$ cat config.mk
export PLATFORM = sky130hd
export DESIGN_NAME = link_retry_supervisor
export DESIGN_NICKNAME = d
export VERILOG_FILES = /design/src/design/lrs_pkg.sv /design/src/design/link_retry_supervisor.sv
export SDC_FILE = /design/constraint.sdc
export NUM_CORES = 1
export LEC_CHECK = 0
export BUFFER_PORTS_ARGS = -buffer_cell sky130_fd_sc_hd__buf_2
export CAP_MARGIN = 20
export CORE_MARGIN = 1.5
export CORE_UTILIZATION = 61
export CTS_CLUSTER_DIAMETER = 120
export DETAILED_ROUTE_END_ITERATION = 16
export MAX_ROUTING_LAYER = met4
export PLACE_DENSITY = 0.81
export SYNTH_ARGS = -nofsm -noshare
export SYNTH_HDL_FRONTEND = slang
export SYNTH_SLANG_ARGS = --single-unit
$ cat constraint.sdc
create_clock -name aclk -period 5.9 [get_ports aclk]
set_input_delay 0.59 -clock aclk [delete_from_list [all_inputs] [get_ports aclk]]
set_output_delay 0.59 -clock aclk [all_outputs]
set_load 0.03 [all_outputs]
$ cat src/design/lrs_pkg.sv
// Shared types and constants for the link retry supervisor.
// No dependencies; imported by link_retry_supervisor.
package lrs_pkg;

    // Poll tick period in milliseconds
    localparam int unsigned POLL_MS = 1000;

    localparam int unsigned MS_W    = 20;
    localparam int unsigned FAIL_W  = 16;
    localparam int unsigned LIMIT_W = 8;
    localparam int unsigned BOOT_W  = 4;
    localparam int unsigned OP_W    = 2;
    localparam int unsigned CFG_A_W = 3;

    localparam int unsigned IN_DATA_W  = 8;
    localparam int unsigned OUT_DATA_W = 48;

    typedef enum logic [1:0] {
        MODE_CONNECTING = 2'd0,
        MODE_ONLINE     = 2'd1,
        MODE_BACKOFF    = 2'd2
    } mode_t;

    typedef enum logic [OP_W-1:0] {
        OP_BOOT   = 2'd0,
        OP_RESULT = 2'd1,
        OP_TICK   = 2'd2,
        OP_NONE   = 2'd3
    } op_t;

    // Configuration register indexes
    localparam logic [CFG_A_W-1:0] CFG_BACKOFF_FIRST  = 3'd0;
    localparam logic [CFG_A_W-1:0] CFG_BACKOFF_SECOND = 3'd1;
    localparam logic [CFG_A_W-1:0] CFG_BACKOFF_THIRD  = 3'd2;
    localparam logic [CFG_A_W-1:0] CFG_BACKOFF_FOURTH = 3'd3;
    localparam logic [CFG_A_W-1:0] CFG_BACKOFF_LAST   = 3'd4;
    localparam logic [CFG_A_W-1:0] CFG_FAILURE_LIMIT  = 3'd5;
    localparam logic [CFG_A_W-1:0] CFG_REBOOT_BUDGET  = 3'd6;

    localparam logic [MS_W-1:0]    RST_BACKOFF_FIRST  = 20'd5000;
    localparam logic [MS_W-1:0]    RST_BACKOFF_SECOND = 20'd10000;
    localparam logic [MS_W-1:0]    RST_BACKOFF_THIRD  = 20'd20000;
    localparam logic [MS_W-1:0]    RST_BACKOFF_FOURTH = 20'd40000;
    localparam logic [MS_W-1:0]    RST_BACKOFF_LAST   = 20'd60000;
    localparam logic [LIMIT_W-1:0] RST_FAILURE_LIMIT  = 8'd10;
    localparam logic [BOOT_W-1:0]  RST_REBOOT_BUDGET  = 4'd2;

    localparam logic [MS_W-1:0]   MS_MAX   = '1;
    localparam logic [FAIL_W-1:0] FAIL_MAX = '1;

endpackage

$ cat src/design/link_retry_supervisor.sv
// Link retry supervisor: mode, failure/reboot counters and backoff timer.
// Depends on lrs_pkg.
//
// Result word is registered: an accepted input word passes the input register, then
// the result register, which holds it while m_tready is low.
// Throughput: one word per cycle; a word is taken whenever the result register can move on.
// State update is a short compare/increment/select path between the two registers.
// Reset (aresetn low, synchronous): mode connecting, counters and timer zero,
// config registers at defaults, both pipeline stages empty.
module link_retry_supervisor (
    input  logic                           aclk,
    input  logic                           aresetn,
    // config write port
    input  logic                           cfg_wr_en,
    input  logic [lrs_pkg::CFG_A_W-1:0]    cfg_addr,
    input  logic [lrs_pkg::MS_W-1:0]       cfg_wdata,
    // input stream
    input  logic                           s_tvalid,
    output logic                           s_tready,
    // tdata: attempt_ok, link_up, settings_changed, reboot_allowed,
    //        software_reset, 3 zero bits
    input  logic [lrs_pkg::IN_DATA_W-1:0]  s_tdata,
    // tuser: op
    input  logic [lrs_pkg::OP_W-1:0]       s_tuser,
    // result stream
    output logic                           m_tvalid,
    input  logic                           m_tready,
    // tdata: mode_now[1:0], failure_count[17:2], reboot_count[21:18],
    //        reboot_flag[22], budget_exhausted[23], start_attempt[24],
    //        request_reboot[25], reboot_held[26], notify_online[27],
    //        backoff_ms[47:28]
    output logic [lrs_pkg::OUT_DATA_W-1:0] m_tdata
);
    import lrs_pkg::*;

    // config
    logic [MS_W-1:0]    bo_first_reg, bo_second_reg, bo_third_reg;
    logic [MS_W-1:0]    bo_fourth_reg, bo_last_reg;
    logic [LIMIT_W-1:0] fail_limit_reg;
    logic [BOOT_W-1:0]  budget_reg;

    // supervisor state
    mode_t              mode_reg, mode_next;
    logic [FAIL_W-1:0]  failures_reg, failures_next;
    logic [BOOT_W-1:0]  reboots_reg, reboots_next;
    logic [MS_W-1:0]    target_reg, target_next;
    logic [MS_W-1:0]    waited_reg, waited_next;

    // pipeline
    logic               in_valid_reg;
    op_t                op_reg;
    logic               ok_reg, link_reg, changed_reg, allowed_reg, swreset_reg;
    logic               out_valid_reg;
    logic [OUT_DATA_W-1:0] result_reg, result_next;
    logic               advance;

    // decision terms
    logic               ev_boot, ev_result, ev_tick, ev_fail;
    logic [FAIL_W-1:0]  fail_inc;
    logic               at_limit, do_reboot, do_held, backoff_fail;
    logic [MS_W-1:0]    chosen;
    logic [MS_W:0]      wait_sum;
    logic [MS_W-1:0]    wait_sat;
    logic               backoff_done, online_drop;
    logic               start_pulse, online_pulse;
    logic               rebooted, exhausted;

    assign advance  = in_valid_reg && (!out_valid_reg || m_tready);
    assign s_tready = !in_valid_reg || advance;
    assign m_tvalid = out_valid_reg;
    assign m_tdata  = result_reg;

    always_ff @(posedge aclk) begin
        if (!aresetn) begin
            bo_first_reg   <= RST_BACKOFF_FIRST;
            bo_second_reg  <= RST_BACKOFF_SECOND;
            bo_third_reg   <= RST_BACKOFF_THIRD;
            bo_fourth_reg  <= RST_BACKOFF_FOURTH;
            bo_last_reg    <= RST_BACKOFF_LAST;
            fail_limit_reg <= RST_FAILURE_LIMIT;
            budget_reg     <= RST_REBOOT_BUDGET;
        end else if (cfg_wr_en) begin
            case (cfg_addr)
                CFG_BACKOFF_FIRST:  bo_first_reg   <= cfg_wdata;
                CFG_BACKOFF_SECOND: bo_second_reg  <= cfg_wdata;
                CFG_BACKOFF_THIRD:  bo_third_reg   <= cfg_wdata;
                CFG_BACKOFF_FOURTH: bo_fourth_reg  <= cfg_wdata;
                CFG_BACKOFF_LAST:   bo_last_reg    <= cfg_wdata;
                CFG_FAILURE_LIMIT:  fail_limit_reg <= cfg_wdata[LIMIT_W-1:0];
                CFG_REBOOT_BUDGET:  budget_reg     <= cfg_wdata[BOOT_W-1:0];
                default: ;
            endcase
        end
    end

    // input register
    always_ff @(posedge aclk) begin
        if (!aresetn) begin
            in_valid_reg <= 1'b0;
        end else if (s_tready) begin
            in_valid_reg <= s_tvalid;
        end
    end

    always_ff @(posedge aclk) begin
        if (s_tvalid && s_tready) begin
            op_reg      <= op_t'(s_tuser);
            ok_reg      <= s_tdata[0];
            link_reg    <= s_tdata[1];
            changed_reg <= s_tdata[2];
            allowed_reg <= s_tdata[3];
            swreset_reg <= s_tdata[4];
        end
    end

    // shared decision terms
    assign ev_boot   = (op_reg == OP_BOOT);
    assign ev_result = (op_reg == OP_RESULT) && (mode_reg == MODE_CONNECTING);
    assign ev_tick   = (op_reg == OP_TICK);
    assign ev_fail   = ev_result && !ok_reg;

    assign fail_inc  = (failures_reg == FAIL_MAX) ? failures_reg
                                                  : failures_reg + FAIL_W'(1);
    assign at_limit  = fail_inc >= {{(FAIL_W-LIMIT_W){1'b0}}, fail_limit_reg};
    assign do_reboot = ev_fail && at_limit && allowed_reg && (reboots_reg < budget_reg);
    assign do_held   = ev_fail && at_limit && !allowed_reg;
    assign backoff_fail = ev_fail && !do_reboot;

    // backoff step: index is count-1 capped at the last entry
    always_comb begin
        case (fail_inc)
            FAIL_W'(1): chosen = bo_first_reg;
            FAIL_W'(2): chosen = bo_second_reg;
            FAIL_W'(3): chosen = bo_third_reg;
            FAIL_W'(4): chosen = bo_fourth_reg;
            default:    chosen = bo_last_reg;
        endcase
    end

    assign wait_sum = {1'b0, waited_reg} + (MS_W+1)'(POLL_MS);
    assign wait_sat = wait_sum[MS_W] ? MS_MAX : wait_sum[MS_W-1:0];

    assign backoff_done = ev_tick && (mode_reg == MODE_BACKOFF) &&
                          (changed_reg || (wait_sat >= target_reg));
    assign online_drop  = ev_tick && (mode_reg == MODE_ONLINE) &&
                          (changed_reg || !link_reg);

    // next state
    always_comb begin
        mode_next     = mode_reg;
        failures_next = failures_reg;
        reboots_next  = reboots_reg;
        target_next   = target_reg;
        waited_next   = waited_reg;
        if (ev_boot) begin
            if (!swreset_reg) begin
                reboots_next = '0;
            end
            mode_next     = MODE_CONNECTING;
            failures_next = '0;
            target_next   = '0;
            waited_next   = '0;
        end else if (ev_result && ok_reg) begin
            failures_next = '0;
            reboots_next  = '0;
            mode_next     = MODE_ONLINE;
        end else if (ev_fail) begin
            failures_next = fail_inc;
            waited_next   = '0;
            if (do_reboot) begin
                reboots_next = reboots_reg + BOOT_W'(1);
                mode_next    = MODE_CONNECTING;
                target_next  = '0;
            end else begin
                target_next = chosen;
                mode_next   = (chosen == '0) ? MODE_CONNECTING : MODE_BACKOFF;
            end
        end else if (ev_tick && (mode_reg == MODE_BACKOFF)) begin
            if (!changed_reg) begin
                waited_next = wait_sat;
            end
            if (backoff_done) begin
                mode_next   = MODE_CONNECTING;
                waited_next = '0;
            end
        end else if (online_drop) begin
            mode_next = MODE_CONNECTING;
        end
    end

    // result word; status reflects the state after this word
    always_comb begin
        start_pulse  = ev_boot || (backoff_fail && (chosen == '0)) ||
                       backoff_done || online_drop;
        online_pulse = ev_result && ok_reg;
        rebooted     = (reboots_next != '0);
        exhausted    = (reboots_next >= budget_reg) &&
                       (failures_next >= {{(FAIL_W-LIMIT_W){1'b0}}, fail_limit_reg});
        result_next  = {backoff_fail ? chosen : {MS_W{1'b0}},
                        online_pulse, do_held, do_reboot, start_pulse,
                        exhausted, rebooted, reboots_next, failures_next,
                        mode_next};
    end

    always_ff @(posedge aclk) begin
        if (!aresetn) begin
            mode_reg      <= MODE_CONNECTING;
            failures_reg  <= '0;
            reboots_reg   <= '0;
            target_reg    <= '0;
            waited_reg    <= '0;
            out_valid_reg <= 1'b0;
        end else begin
            if (advance) begin
                mode_reg     <= mode_next;
                failures_reg <= failures_next;
                reboots_reg  <= reboots_next;
                target_reg   <= target_next;
                waited_reg   <= waited_next;
                out_valid_reg <= 1'b1;
            end else if (m_tready) begin
                out_valid_reg <= 1'b0;
            end
        end
    end

    always_ff @(posedge aclk) begin
        if (advance) begin
            result_reg <= result_next;
        end
    end

endmodule
==> results of run 1 <==
[logic make-up (layout without fill, tap and decap cells)]
| logic type | count (synthesis) | after routing | synth area share (%) |
|---|---|---|---|
| fa+ha+maj | 46 | 46 | 4.86 |
| mux | 39 | 39 | 3.41 |
| xor+xnor | 17 | 17 | 1.26 |
| compound gates | 325 | 325 | 19.1 |
| buf+inv | 140 | 203 | 4.88 |
| simple gates | 584 | 584 | 22.8 |
| other cells | 0 | 1 | 0 |
| flops | 231 | 231 | 43.7 |
[worst paths after layout]
path,end,cells past startpoint
min,changed_reg,1
min reg2reg,bo_third_reg[8],2
max reg2reg,m_tdata[23],19
max,m_tdata[23],19
[layer usage]
metal | vias to the layer above | track usage [%] | routed length, microns
li1 | 4910 | - | -
met1 | 4903 | 43.1 | 13700
met2 | 400 | 49.7 | 14400
met3 | 69 | 3.70 | 2190
met4 | 0 | 9.50 | 760
met5 | - | - | 0
[area by class of cell]
type	instances	area share [%]
Tap cell	260	2.47
Timing Repair Buffer	104	4.34
Multi-Input combinational cell	1011	46.3
Clock buffer	36	5.44
Clock inverter	9	0.673
Antenna cell	1	0.0190
Sequential cell	231	39.2
Inverter	54	1.54
[metrics by stage]
step	utilization (%)	std cells	power, mW	hold slack, ns
finish	69.8	1706	3.48	0.229
global route	69.8	1706	3.58	0.226
CTS	69.8	1705	3.49	0.221
detailed placement	65.5	1660	1.97	0.451
global placement	65.5	1660	1.96	0.443
floorplan	-	1382	1.87	0.435
[power by group through the flow]
stage / registers, mW / logic (mW) / clock network, mW
after global routing: 1.68 / 0.277 / 1.62
after detailed placement: 1.71 / 0.251 / 0
after global placement: 1.71 / 0.246 / 0
after CTS: 1.68 / 0.253 / 1.56
after floorplan: 1.74 / 0.131 / 0
final: 1.68 / 0.256 / 1.54
[cells in the final DEF, fill, tap and decap left out, drive strengths merged, types with 9 or more instances in the layout]
cell type	Yosys	routed
a21boi	98	98
a21o	16	16
a21oi	39	39
a22oi	40	40
and2	29	29
and3	12	12
buf	23	104
clkbuf	63	36
dfxtp	176	176
edfxtp	55	55
ha	46	46
inv	52	54
mux2	11	11
mux2i	28	28
nand2	314	314
nand2b	16	16
nand3	55	55
nand4	13	13
nor2	64	64
nor2b	34	34
nor3	14	14
o211ai	10	10
o21a	9	9
o21ai	58	58
o2bb2ai	11	11
xnor2	9	9
[synthesized netlist by cell type, types with 3 or more instances]
library cell,count
o21ai_1,12
a21oi_1,39
a21boi_0,98
and2_1,29
o2111ai_1,3
nand3_1,54
nor4_1,5
o2bb2ai_1,11
a22oi_1,40
nand2b_1,16
nor3_1,14
clkbuf_1,63
o21ai_0,46
buf_2,15
or3_1,5
nor2_1,64
o21a_1,9
o211ai_1,10
xor2_1,8
dfxtp_1,176
buf_4,5
xnor2_1,9
a31oi_1,6
mux2_2,11
and3_1,12
mux2i_1,28
nand2_1,314
ha_1,46
o22ai_1,5
or2_2,4
inv_1,52
a21o_1,16
edfxtp_1,55
and4_1,6
nor2b_1,34
o31ai_1,4
nand4_1,12
a222oi_1,5
==> summary.txt, run 1 <==
Route
  – WL/cell: around 18 microns
  – Via count: 10,300
  – Residual DRC count: 0
  – Routed Antenna Nets: 0
  – DR vias/cell: 6.03
  – Initial DRC Count: about 1,100
  – Drt pass-1 iters: 6
  – Post-Route WL: roughly 31,000 microns

Critical path
  – Critical Path AT: 5.77 ns
  – Worst Path Required: 6.16 ns
  – Crit path kind: flip-flop to flip-flop
  – Crit-path cells: nand3_2, nor4_2, xnor2_1, clkinv_1, ha_1, nand2b_1, a21o_1, a21oi_1, o21ai_0, o31a_1, o311a_1, o21ai_0, mux2i_1, ha_1, nand2b_1, a21o_1, a21o_1, a21oi_1, a31oi_1
  – Flop2flop setup slack: 0.40 ns
  – Worst r2r src: failures_reg[2]
  – Worst Setup Start Kind: flip-flop
  – Largest delay share family, worst path: compound AO/OA/AOI/OAI gates
  – Crit path buf inv count: 1
  – CP Capture Type: flip-flop
  – Critical-path maximum fanout: 12
  – CP startpoint: failures_reg[2]
  – Crit path largest cell delay: 0.64 ns
  – CP most frequent cell: a21o_1
  – Crit-path slowest cell: nor4_2

Synth
  – Synth cell types: slightly below 70
  – Syn Nets: ~1,500
  – Main synth FF type: dfxtp_1
  – Post-synthesis sequential element count: between 200 and 250
  – Cells after Synth: 1,382
  – Sequential fraction of the synthesis area: 43.7%
  – Syn_area_per_cell: 8.57 sq um
  – Dominant cells by area after synthesis: dfxtp_1 30%, edfxtp_1 14%, nand2_1 10%
  – Post-synth EDFFs: 55
  – Area leader, netlist: dfxtp_1
  – Async set or reset register ratio after synthesis: 0%
  – Syn Std Cell Area: 11,800 sq um
  – Share of the synthesized area in the top cell type: 29.8%
  – Synth Warn #: 0

Clocking
  – Num CTS Buffers: 26
  – Later-pin clock latency in the skew report: 0.54 ns
  – Clk root buf: clkbuf_16
  – Hold_buf cts: 0
  – Sinks on the clock net: 231
  – H-tree level count: 1
  – CTS Buffer Depth: 3
  – CTS tree: built
  – Clk slew on worst S/H paths: 0.06 ns
  – Post-CTS sizing: 0
  – Post-CTS setup buffers: 0

STA
  – Final period utilization: around 93%
  – Final setup fails: 0
  – Slew Limit Fails: 0
  – Final TNS setup: 0 ns
  – Worst Setup Slack, final: 0.396 ns
  – Skew final: roughly 0.017 ns
  – Unrepaired setup endpoints after global routing: false
  – Worst Tran Pin Value: between 1 and 1.5 ns
  – Final Hold Fails: 0
  – Max-slew headroom: 31.7%
  – Tmin final: 5.50 ns
  – FMAX: roughly 0.18 GHz

Global route
  – Global Route Usage Sum: 31.6%
  – Initial antenna violation count: 1
  – Largest net degree at the start of global routing: 112
  – First-pass GRT wire length: 49,800 microns
  – Vias in the first global route: 9,618
  – Grt total ovfl: 0

Place
  – Cell Area, Placed: 12,400 sq um
  – HPWL after detailed placement: roughly 21,000 microns
  – GP Congestion: 0.940
  – # port buffers: 84
  – Pre-CTS setup slack: 0.524 ns

Cells and area
  – Syn-to-layout area delta: 11.4%
  – Reg area: 5170 sq um
  – Fillers: between 1,500 and 2,000
  – Layout Cell Area excl Fill: 13,200 sq um
  – Share of layout cells above drive strength 1: 11.6%
  – Max reg flops: between 40 and 50
  – Multi-input logic area: 6110 sq um
  – Layout net count: 1,512

Floorplan
  – Die Ht: roughly 140 microns
  – Starting Density: ~63%
  – Die X: 142 microns
  – Ports: 88
  – Core area: 18,900 sq um
  – Num rows: 50
  – Die area: slightly above 20,000 sq um

Power and ir drop
  – Reg power frac: between 40% and 50%
  – Sw Share: 24.2%
  – Clock network fraction of design power: 44.3%
  – Sw Pwr: 843 uW
  – Worst vdd ir: 0.246 mV
  – Combinational share of power: under 10%
  – Static Leak: 5.20 nW
  – Power density cells: 263 nW/um^2
  – Cell-internal power: 2.63 mW

Min path
  – Hold path startpoint: s_tdata[2]
  – Min-Delay Path Class: primary input to flip-flop

Job
  – Max-Cap Viols: 0

Status
  – Status: finished clean
Power figures use the tool's default switching activity.
==> run 2, diff against run 1 <==
--- a/config.mk
+++ b/config.mk
@@ -8,11 +8,11 @@
 export BUFFER_PORTS_ARGS = -buffer_cell sky130_fd_sc_hd__buf_2
 export CAP_MARGIN = 20
 export CORE_MARGIN = 1.5
-export CORE_UTILIZATION = 61
+export CORE_UTILIZATION = 45
 export CTS_CLUSTER_DIAMETER = 120
 export DETAILED_ROUTE_END_ITERATION = 16
+export GPL_ROUTABILITY_DRIVEN = 0
 export MAX_ROUTING_LAYER = met4
-export PLACE_DENSITY = 0.81
 export SYNTH_ARGS = -nofsm -noshare
 export SYNTH_HDL_FRONTEND = slang
 export SYNTH_SLANG_ARGS = --single-unit
==> constraint.sdc (replaced) <==
create_clock -name aclk -period 6 [get_ports aclk]
set_input_delay 0.6 -clock aclk [delete_from_list [all_inputs] [get_ports aclk]]
set_output_delay 0.6 -clock aclk [all_outputs]
set_load 0.03 [all_outputs]
==> run 2 against run 1 <==
Against the previous run:
- combinational power about the same
- non-clock buffer count increased by 1
- cell area increased by 1.1%
- critical endpoint unchanged
- largest cell class unchanged
==> summary.txt, run 2 (same netlist as run 1, synthesis figures left out) <==
Job
  – Max-Cap Viols: 0

Route
  – Residual DRC count: 0
  – DR vias/cell: 5.54
  – WL/cell: 17.9 microns
  – Routed Antenna Nets: 0
  – Initial DRC Count: 786
  – Via count: 9,869
  – Post-Route WL: around 32,000 microns
  – Drt pass-1 iters: 5

Floorplan
  – Die area: between 20,000 and 30,000 sq um
  – Die Ht: 165 microns
  – Core area: about 26,000 sq um
  – Ports: between 80 and 90
  – Die X: 165 microns
  – Num rows: between 50 and 60
  – Starting Density: 45.7%

Clocking
  – CTS tree: built
  – H-tree level count: 1
  – CTS Buffer Depth: 3
  – Clk root buf: clkbuf_16
  – Later-pin clock latency in the skew report: about 0.53 ns
  – Post-CTS sizing: 0
  – Post-CTS setup buffers: 0
  – Clk slew on worst S/H paths: 0.06 ns
  – Sinks on the clock net: 231
  – Num CTS Buffers: 26
  – Hold_buf cts: 0

Critical path
  – Critical-path maximum fanout: 11
  – Worst Setup Start Kind: flip-flop
  – Critical Path AT: around 5.7 ns
  – Worst Path Required: roughly 6.3 ns
  – Crit path kind: flip-flop to flip-flop
  – CP Capture Type: flip-flop
  – Crit path largest cell delay: around 0.52 ns
  – Crit-path slowest cell: o311a_1
  – Crit-path cells: ha_1, nand3_2, nor4_2, xnor2_1, clkinv_1, ha_1, nand2b_1, a21o_1, a21oi_1, o21ai_0, o31a_1, o311a_1, o21ai_0, mux2i_1, ha_1, nand2b_1, a21o_1, a21o_1, a21oi_1, a31oi_1

Cells and area
  – Most common cell after layout, fill and taps aside: nand2_1
  – Non-filler cells, final: 1,783
  – Syn-to-layout area delta: 12.7%
  – Layout net count: ~1,500
  – Max reg flops: 48
  – Share of layout cells above drive strength 1: 11.8%
  – Most frequent cells in the layout: 314 x nand2_1, 176 x dfxtp_1, 98 x a21boi_0
  – Ant diodes: 0
  – Fillers: 2,497

STA
  – Final period utilization: 90.8%
  – Tmin final: between 5 and 6 ns
  – Skew final: 0.0162 ns
  – Final setup fails: 0
  – Worst Tran Pin Value: between 1 and 1.5 ns
  – Unrepaired setup endpoints after global routing: false
  – Worst Setup Slack, final: 0.549 ns
  – FMAX: 0.183 GHz
  – Final Hold Fails: 0
  – Worst hold margin: 0.248 ns
  – Final TNS setup: 0 ns
  – Slew Limit Fails: 0
  – Max-slew headroom: 32.7%

Power and ir drop
  – Worst vdd ir: 0.188 mV
  – Reg power frac: 47.8%
  – Cell-internal power: around 2.6 mW
  – Static Leak: 5.22 nW
  – Sw Pwr: around 830 uW
  – Pwr Total: 3.45 mW
  – Combinational share of power: 7.4%
  – Clock network fraction of design power: about 45%
  – Power density cells: 259 nW/um^2
  – Sw Share: 24.1%

Global route
  – Global Route Usage Sum: approximately a quarter
  – First-pass GRT wire length: 50,300 microns
  – Grt total ovfl: 0
  – Vias in the first global route: 9,037
  – Largest net degree at the start of global routing: 124
  – Initial antenna violation count: 0

Min path
  – Min-Delay Path Class: primary input to flip-flop

Place
  – Inst Count DP: 1,735
  – Pre-CTS setup slack: approximately 0.65 ns
  – # port buffers: 84
  – HPWL after detailed placement: about 22,000 microns

Status
  – Status: finished clean
run 2: cell types whose count changed in the layout (fill, tap and decap cells not counted):
cell        change
buf_16          +1
clkbuf_1        -1
clkbuf_16       +1
clkbuf_8        +1
clkinv_1        +1
clkinv_2        +1
clkinv_4        -1
clkinv_8        -1
clkinvlp_4      +2
diode_2         -1
inv_8           -1
nor3_2          -1
nor3_4          +1
run 2: worst max-delay path: cells and delay by family (launching register included):
family | cells | cell delay [ns]
xor+xnor | 1 | 0.21
simple gates | 4 | 0.98
fa+ha+maj | 3 | 1.06
flops | 1 | 0.33
compound gates | 10 | 2.13
buf+inv | 1 | 0.30
mux | 1 | 0.16
run 2: power by group through the flow:
stage | clock (mW) | sequential [mW] | combinational [mW]
after floorplan | 0 | 1.71 | 0.129
after detailed placement | 0 | 1.69 | 0.253
after global routing | 1.65 | 1.66 | 0.279
final | 1.55 | 1.65 | 0.256
after global placement | 0 | 1.68 | 0.251
after CTS | 1.58 | 1.65 | 0.254
run 2: cell type report:
type / count / area (sq um) / area share (%)
inverters: 54 / 203 / 1.52
clock inverters: 10 / 76.3 / 0.572
repair buffers: 105 / 601 / 4.50
multi-input cells: 1011 / 6110 / 45.8
clock buffers: 37 / 753 / 5.65
well taps: 335 / 419 / 3.14
flip-flops and latches: 231 / 5170 / 38.8
run 2: per-stage QoR:
| step | area (sq um) | utilization, % |
|---|---|---|
| after global routing | 13300 | 51.5 |
| final | 13300 | 51.5 |
| after CTS | 13300 | 51.4 |
| after detailed placement | 12500 | 48.2 |
| after global placement | 12500 | 48.2 |
| after floorplan | 11800 | - |
run 2: final timing paths:
path / from / to / slack [ns] / depth (start not counted)
setup reg to reg: failures_reg[0] / m_tdata[23] / 0.55 / 20
setup / recovery: failures_reg[0] / m_tdata[23] / 0.55 / 20
hold reg to reg: bo_first_reg[13] / bo_first_reg[13] / 0.46 / 2
hold / removal: s_tdata[3] / allowed_reg / 0.25 / 1
run 2: per-layer routing:
metal  share of wire [%]  up-vias  GRT usage (%)
met2                  44      268           36.2
met3                 5.7       48           3.35
met5                   0        -              -
met4                 1.9        0           5.24
li1                    -     4909              -
met1                  49     4644           34.5
